--- src/rtl/core/cpsp_pkg.sv ---
// Shared types, codes and constants for the CAN power supply poller.
package cpsp_pkg;

  localparam int unsigned PeriodWidth = 16;
  localparam int unsigned IdWidth     = 29;
  localparam int unsigned WordWidth   = 32;
  localparam int unsigned PayWidth    = 64;
  localparam int unsigned AddrWidth   = 4;

  typedef enum logic [2:0] {
    ST_IDLE    = 3'd0,
    ST_OFFLINE = 3'd1,
    ST_WAIT    = 3'd2
  } seq_state_t;

  // Item kinds
  localparam logic [1:0] KIND_TICK   = 2'd0;
  localparam logic [1:0] KIND_BUTTON = 2'd1;
  localparam logic [1:0] KIND_FRAME  = 2'd2;

  // Reply register codes (byte 3 of a module reply)
  localparam logic [7:0] RREG_STATUS = 8'h40;
  localparam logic [7:0] RREG_VOLT   = 8'h01;
  localparam logic [7:0] RREG_CURR   = 8'h02;
  localparam logic [7:0] RREG_TEMP   = 8'h04;

  // Configuration register indexes
  localparam logic [1:0] CFG_POLL_PERIOD = 2'd0;
  localparam logic [1:0] CFG_COMMAND_ID  = 2'd1;
  localparam logic [1:0] CFG_REPLY_ID    = 2'd2;

  localparam logic [PeriodWidth-1:0] POLL_PERIOD_RESET = 16'd2000;
  localparam logic [IdWidth-1:0]     COMMAND_ID_RESET  = 29'h0608_0780;
  localparam logic [IdWidth-1:0]     REPLY_ID_RESET    = 29'h060F_8000;
  localparam logic [PeriodWidth-1:0] TICKS_MAX         = 16'hFFFF;

  // Transmit payloads, byte 0 in the top byte
  localparam logic [PayWidth-1:0] PAY_ON     = 64'h0300_0030_0000_0000;
  localparam logic [PayWidth-1:0] PAY_OFF    = 64'h0300_0030_0001_0000;
  localparam logic [PayWidth-1:0] PAY_STATUS = 64'h1000_0040_0000_0000;
  localparam logic [PayWidth-1:0] PAY_VOLT   = 64'h1000_0001_0000_0000;
  localparam logic [PayWidth-1:0] PAY_CURR   = 64'h1000_0002_0000_0000;
  localparam logic [PayWidth-1:0] PAY_TEMP   = 64'h1000_0004_0000_0000;

  typedef struct packed {
    logic [1:0]           kind;
    logic [IdWidth-1:0]   frame_id;
    logic [7:0]           reply_register;
    logic [WordWidth-1:0] reply_value;
  } item_t;

  typedef struct packed {
    logic [PeriodWidth-1:0] poll_period;
    logic [IdWidth-1:0]     command_id;
    logic [IdWidth-1:0]     reply_id;
  } cfg_t;

  typedef struct packed {
    seq_state_t             seq;
    logic [PeriodWidth-1:0] elapsed;
    logic                   enabled;
    logic [WordWidth-1:0]   last_word;
    logic [WordWidth-1:0]   voltage;
    logic [WordWidth-1:0]   current;
    logic [WordWidth-1:0]   temperature;
  } core_state_t;

  typedef struct packed {
    logic                tx_valid;
    logic [PayWidth-1:0] tx_payload;
  } tx_t;

endpackage

--- src/rtl/core/cpsp_regs.sv ---
// APB configuration registers of the poller.
module cpsp_regs (
  input  logic                             clk,
  input  logic                             rst,
  input  logic                             psel,
  input  logic                             penable,
  input  logic                             pwrite,
  input  logic [cpsp_pkg::AddrWidth-1:0]   paddr,
  input  logic [31:0]                      pwdata,
  output logic [31:0]                      prdata,
  output logic                             pready,
  output cpsp_pkg::cfg_t                   cfg
);
  import cpsp_pkg::*;

  logic       wr;
  logic [1:0] index;

  assign pready = 1'b1;
  assign wr     = psel && penable && pwrite && pready;
  assign index  = paddr[3:2];

  always_ff @(posedge clk) begin
    if (rst) begin
      cfg.poll_period <= POLL_PERIOD_RESET;
      cfg.command_id  <= COMMAND_ID_RESET;
      cfg.reply_id    <= REPLY_ID_RESET;
    end else if (wr) begin
      unique case (index)
        CFG_POLL_PERIOD: cfg.poll_period <= pwdata[PeriodWidth-1:0];
        CFG_COMMAND_ID:  cfg.command_id  <= pwdata[IdWidth-1:0];
        CFG_REPLY_ID:    cfg.reply_id    <= pwdata[IdWidth-1:0];
        default: ;
      endcase
    end
  end

  always_comb begin
    unique case (index)
      CFG_POLL_PERIOD: prdata = {16'd0, cfg.poll_period};
      CFG_COMMAND_ID:  prdata = {3'd0, cfg.command_id};
      CFG_REPLY_ID:    prdata = {3'd0, cfg.reply_id};
      default:         prdata = 32'd0;
    endcase
  end

endmodule

--- src/rtl/core/cpsp_step.sv ---
// Next-state and transmit logic for one poller item.
module cpsp_step (
  input  cpsp_pkg::item_t       item,
  input  cpsp_pkg::cfg_t        cfg,
  input  cpsp_pkg::core_state_t cur,
  output cpsp_pkg::core_state_t nxt,
  output cpsp_pkg::tx_t         tx
);
  import cpsp_pkg::*;

  logic [PeriodWidth-1:0] ticks_inc;
  logic                   poll_due;
  logic                   reply_ok;
  seq_state_t             seq_next;

  assign ticks_inc = (cur.elapsed != TICKS_MAX) ? cur.elapsed + 1'b1 : cur.elapsed;
  assign poll_due  = (cur.seq == ST_IDLE) && (ticks_inc >= cfg.poll_period);
  assign reply_ok  = (item.frame_id == cfg.reply_id) && (cur.seq == ST_WAIT);

  // Sequencer next state
  always_comb begin
    seq_next = cur.seq;
    unique case (item.kind)
      KIND_TICK:   if (poll_due) seq_next = ST_WAIT;
      KIND_BUTTON: seq_next = cur.enabled ? ST_OFFLINE : ST_IDLE;
      KIND_FRAME:  if (reply_ok && item.reply_register == RREG_TEMP) seq_next = ST_IDLE;
      default: ;
    endcase
  end

  // Data state and transmit frame
  always_comb begin
    nxt         = cur;
    nxt.seq     = seq_next;
    tx.tx_valid   = 1'b0;
    tx.tx_payload = '0;
    unique case (item.kind)
      KIND_TICK: begin
        nxt.elapsed = poll_due ? '0 : ticks_inc;
        if (poll_due) begin
          tx.tx_valid   = 1'b1;
          tx.tx_payload = PAY_STATUS;
        end
      end
      KIND_BUTTON: begin
        nxt.enabled   = !cur.enabled;
        tx.tx_valid   = 1'b1;
        tx.tx_payload = cur.enabled ? PAY_OFF : PAY_ON;
      end
      KIND_FRAME: begin
        nxt.last_word = item.reply_value;
        if (reply_ok) begin
          unique case (item.reply_register)
            RREG_STATUS: begin
              tx.tx_valid   = 1'b1;
              tx.tx_payload = PAY_VOLT;
            end
            RREG_VOLT: begin
              nxt.voltage   = item.reply_value;
              tx.tx_valid   = 1'b1;
              tx.tx_payload = PAY_CURR;
            end
            RREG_CURR: begin
              nxt.current   = item.reply_value;
              tx.tx_valid   = 1'b1;
              tx.tx_payload = PAY_TEMP;
            end
            RREG_TEMP: nxt.temperature = item.reply_value;
            default: ;
          endcase
        end
      end
      default: ;
    endcase
    // Offline: mirror the last data word into all readings
    if (seq_next == ST_OFFLINE) begin
      nxt.voltage     = nxt.last_word;
      nxt.current     = nxt.last_word;
      nxt.temperature = nxt.last_word;
    end
  end

endmodule

--- src/rtl/core/can_power_supply_poller_top.sv ---
// Top level of the CAN power supply poller: item register, state, result register.
//
//  channel  signals                     beat taken when
//  in       in_valid / in_stall         in_valid && !in_stall
//  out      out_valid / out_stall       out_valid && !out_stall
//  cfg      APB psel/penable/pwrite     psel && penable && pwrite (pready tied high)
//
// An item is taken into the input register; when it advances, the step logic updates the
// poller state and loads the result register. One item per cycle is sustained while the
// output does not stall, set by the single step through the state registers.
// Reset (synchronous) empties both registers, puts the sequencer offline and clears
// readings and counters. A stalled output holds its beat; the input keeps accepting
// while the input register can drain into the result register.
module can_power_supply_poller_top (
  input  logic                               clk,
  input  logic                               rst,
  input  logic                               in_valid,
  output logic                               in_stall,
  input  logic [1:0]                         kind,
  input  logic [cpsp_pkg::IdWidth-1:0]       frame_id,
  input  logic [7:0]                         reply_register,
  input  logic [cpsp_pkg::WordWidth-1:0]     reply_value,
  output logic                               out_valid,
  input  logic                               out_stall,
  output logic                               tx_valid,
  output logic [cpsp_pkg::PayWidth-1:0]      tx_payload,
  output logic [cpsp_pkg::WordWidth-1:0]     voltage_bits,
  output logic [cpsp_pkg::WordWidth-1:0]     current_bits,
  output logic [cpsp_pkg::WordWidth-1:0]     temperature_bits,
  output logic [2:0]                         link_state,
  output logic                               output_enabled,
  input  logic                               psel,
  input  logic                               penable,
  input  logic                               pwrite,
  input  logic [cpsp_pkg::AddrWidth-1:0]     paddr,
  input  logic [31:0]                        pwdata,
  output logic [31:0]                        prdata,
  output logic                               pready
);
  import cpsp_pkg::*;

  cfg_t        cfg;
  item_t       item;
  logic        in_full;
  logic        out_full;
  logic        advance;
  logic        in_take;
  core_state_t state;
  core_state_t state_next;
  tx_t         tx_next;

  cpsp_regs u_regs (
    .clk     (clk),
    .rst     (rst),
    .psel    (psel),
    .penable (penable),
    .pwrite  (pwrite),
    .paddr   (paddr),
    .pwdata  (pwdata),
    .prdata  (prdata),
    .pready  (pready),
    .cfg     (cfg)
  );

  cpsp_step u_step (
    .item (item),
    .cfg  (cfg),
    .cur  (state),
    .nxt  (state_next),
    .tx   (tx_next)
  );

  assign advance  = in_full && (!out_full || !out_stall);
  assign in_stall = in_full && !advance;
  assign in_take  = in_valid && !in_stall;

  always_ff @(posedge clk) begin
    if (rst) begin
      in_full <= 1'b0;
    end else if (in_take) begin
      in_full <= 1'b1;
    end else if (advance) begin
      in_full <= 1'b0;
    end
  end

  always_ff @(posedge clk) begin
    if (in_take) begin
      item.kind           <= kind;
      item.frame_id       <= frame_id;
      item.reply_register <= reply_register;
      item.reply_value    <= reply_value;
    end
  end

  // Poller state advances once per item
  always_ff @(posedge clk) begin
    if (rst) begin
      state.seq         <= ST_OFFLINE;
      state.elapsed     <= '0;
      state.enabled     <= 1'b0;
      state.last_word   <= '0;
      state.voltage     <= '0;
      state.current     <= '0;
      state.temperature <= '0;
    end else if (advance) begin
      state <= state_next;
    end
  end

  always_ff @(posedge clk) begin
    if (rst) begin
      out_full <= 1'b0;
    end else if (advance) begin
      out_full <= 1'b1;
    end else if (!out_stall) begin
      out_full <= 1'b0;
    end
  end

  always_ff @(posedge clk) begin
    if (advance) begin
      tx_valid         <= tx_next.tx_valid;
      tx_payload       <= tx_next.tx_payload;
      voltage_bits     <= state_next.voltage;
      current_bits     <= state_next.current;
      temperature_bits <= state_next.temperature;
      link_state       <= state_next.seq;
      output_enabled   <= state_next.enabled;
    end
  end

  assign out_valid = out_full;

  a_no_payload_without_tx: assert property (@(posedge clk) disable iff (rst)
    out_valid && !tx_valid |-> tx_payload == '0)
    else $error("payload present without a transmit");

  a_offline_mirror: assert property (@(posedge clk) disable iff (rst)
    out_valid && link_state == ST_OFFLINE |->
      voltage_bits == current_bits && current_bits == temperature_bits)
    else $error("offline readings differ");

  a_disabled_offline: assert property (@(posedge clk) disable iff (rst)
    out_valid && !output_enabled |-> link_state == ST_OFFLINE)
    else $error("disabled but not offline");

  a_drain_when_empty: assert property (@(posedge clk) disable iff (rst)
    !out_full |-> !in_stall)
    else $error("input stalled with empty result register");

endmodule
--- config.mk ---
export PLATFORM = sky130hd
export DESIGN_NAME = can_power_supply_poller_top
export DESIGN_NICKNAME = d
export VERILOG_FILES = /design/src/rtl/core/cpsp_pkg.sv /design/src/rtl/core/cpsp_regs.sv /design/src/rtl/core/cpsp_step.sv /design/src/rtl/core/can_power_supply_poller_top.sv
export SDC_FILE = /design/constraint.sdc
export NUM_CORES = 1
export LEC_CHECK = 0
export ABC_AREA = 1
export ABC_CLOCK_PERIOD_IN_PS = 10320
export BUFFER_PORTS_ARGS = -buffer_cell sky130_fd_sc_hd__buf_4
export CAP_MARGIN = 20
export CORE_MARGIN = 2
export CORE_UTILIZATION = 58
export DETAILED_ROUTE_END_ITERATION = 12
export PLACE_DENSITY = 0.91
export SYNTH_ARGS = -nofsm -noshare
export SYNTH_HDL_FRONTEND = slang
export SYNTH_HIERARCHICAL = 1
export SYNTH_SLANG_ARGS = --single-unit
--- constraint.sdc ---
create_clock -name clk -period 10.32 [get_ports clk]
set_clock_uncertainty 0.05 [all_clocks]
set_input_delay 0.516 -clock clk [delete_from_list [all_inputs] [get_ports clk]]
set_output_delay 0.516 -clock clk [all_outputs]
set_load 0.005 [all_outputs]
==> out/metrics.cfg <==
[clock_network]
cts_setup_buffers=0
cts-root-buf=clkbuf_16
hold_buffers=0
cts_tree=built
cts.repair.resized=0
cts-htree-levels=2
path_clk_slew_ns=0.06
clk-insertion-delay-late_ns=0.58
ctsLongestPathBuffers=3
cts_buffers=46
cts_sinks=460

[yosys]
ys_ff_latch=460
ys_types=38
synthFlopType=edfxtp_1
synth.yosys.seq_area_share=0.519
synth-edff-count=236
async_reset_ff_frac=0
yosys_warnings=6
synth_area_mm2=0.0223
synth_cells=2862
syn_avg_cell_area_um2=7.79

[critical_path]
cpPeakStageDelay_ns=0.74
crit_slowest_cell=nand2_2
crit_arrival_ns=5.99
crit_required_ns=10.73
end_kind=register
critPathMaxFanout=60
start_kind=register
reg2reg_slack_ns=4.74
crit_path_frequent_cell=nand2_1
path_class=reg -> reg

[sta]
whs_ns=0.0632
hold_violations=0
setup_tns_ns=0
maxSlewViolCount=0
maxSlewHeadroom=0.240
rsz0062_at_grt=false
max_freq_ghz=0.179
finalCritPeriodShare=0.541
fin_crit_ns=5.58
worst_pin_slew_ns=1.14
setup_viol=0

[global_routing]
antenna_found_initial=1
grt_pass1_wl_mm=94.3
grtUsageTotal=0.287
grt_pass1_vias=19100
overflow=0
grt_max_degree=112

[flow_run]
cap_violations=0

[floorplanning]
die_h_um=200
die_x_um=200
core_region_area_mm2=0.0378
num_rows=71
initial_core_util=0.591
die_area_mm2=0.0400
ios=314

[placed_design]
io_buffers=304
routabilityCongestion=0.889
dp_hpwl_mm=36.7
placed_area_mm2=0.0242

[final_layout]
fillCellCount=2800
mostFrequentLayoutCell=nand2_1
area_delta_synth_final_pct=16.0
drive_gt1_frac=0.135
multi_input_area_mm2=0.00840
final_nets=3200
final_cell_mix=nand2_1, buf_4, inv_1
final_area_mm2=0.0259
seqCellArea_mm2=0.0116

[pwr]
p_leak_uw=0.0119
peakVddDrop_mv=0.122
p_per_area_mw_per_mm2=164
power.total_uw=4260

[route]
wl_mm=59.1
drcViolationCount=0
drt_first_iter_violations=2117
ant_nets=0
wire_per_inst_um=16.4
drt-pass1-iter-count=6
num_vias=20000
avgViaCountPerCell=5.52

[min_path]
min-delay-path-class=in -> reg

[run_status]
status=completed

## per-layer routing
metal	share of wire	GRT usage	wire (µm)
met1	0.38	0.353	22600
met2	0.47	0.482	28100
met3	0.10	0.0565	5900
met4	0.043	0.145	2570
met5	0	0	0
## path summary, 6_finish.rpt
path                               startpoint                     endpoint  depth (start not counted)
setup / recovery      state[129]$_SDFFE_PP0P_       state[40]$_SDFFE_PP0P_                         29
hold / removal                reply_value[12]           item[12]$_DFFE_PP_                          1
setup reg to reg      state[129]$_SDFFE_PP0P_       state[40]$_SDFFE_PP0P_                         29
hold reg to reg   u_regs/cfg[39]$_SDFFE_PP1P_  u_regs/cfg[39]$_SDFFE_PP1P_                          2
## through the flow
step	cells	worst slack [ns]	utilization
after floorplan	2917	5.68	-
after global placement	3522	4.92	0.642
after detailed placement	3523	4.88	0.642
after CTS	3607	4.75	0.680
after global routing	3615	4.22	0.685
final	3616	4.74	0.686
## state kept, by name, summed over array words and instances (netlist names)
| register | flops |
|---|---|
| current_bits | 32 |
| in_full | 1 |
| item | 71 |
| link_state | 3 |
| out_valid | 1 |
| output_enabled | 1 |
| state | 148 |
| temperature_bits | 32 |
| tx_payload | 64 |
| tx_valid | 1 |
| u_regs/cfg | 74 |
| voltage_bits | 32 |
## where the power goes
part           internal, µW  switching, µW  total [µW]
clock network           922            691        1610
registers              2040           58.3        2100
logic                   204            340         544
total                  3170           1090        4260
## cells by family after synthesis
logic type,count (synthesis),share of synthesized area
XOR/XNOR,19,0.00746
other,3,0.000505
flip-flops,460,0.519
AO/OA/AOI/OAI,252,0.0577
buffers and inverters,550,0.117
AND/OR/NAND/NOR,1560,0.289
adder cells (fa/ha/maj),18,0.0101
## cell usage after synthesis, drive strengths merged, types with 8 or more instances
master	number	area, µm²
ha	18	225
xor2	11	96.3
o21ai	80	400
clkbuf	28	109
inv	325	1220
nand4	45	282
xnor2	8	70.1
dfxtp	224	4480
nand3	293	1470
edfxtp	236	7090
nand2	886	3340
a21oi	161	806
nor2	310	1200
nor3	13	70.1
buf	196	1270
## area by class of cell
class	count	share of cell area
Antenna cell	1	0.0000967
Clock buffer	63	0.0498
Clock inverter	21	0.00570
Inverter	326	0.0476
Multi-Input combinational cell	1907	0.324
Sequential cell	460	0.447
Tap cell	511	0.0247
Timing Repair Buffer	327	0.100
## critical path, delay by kind of cell (launching register included)
kind,cells,cell delay (ns)
and+or+nand+nor,22,3.62
DFF,1,0.43
AOI/OAI and AO/OA,1,0.12
adders and majority gates,2,0.47
buffers and inverters,4,0.71
Power figures use the tool's default switching activity.
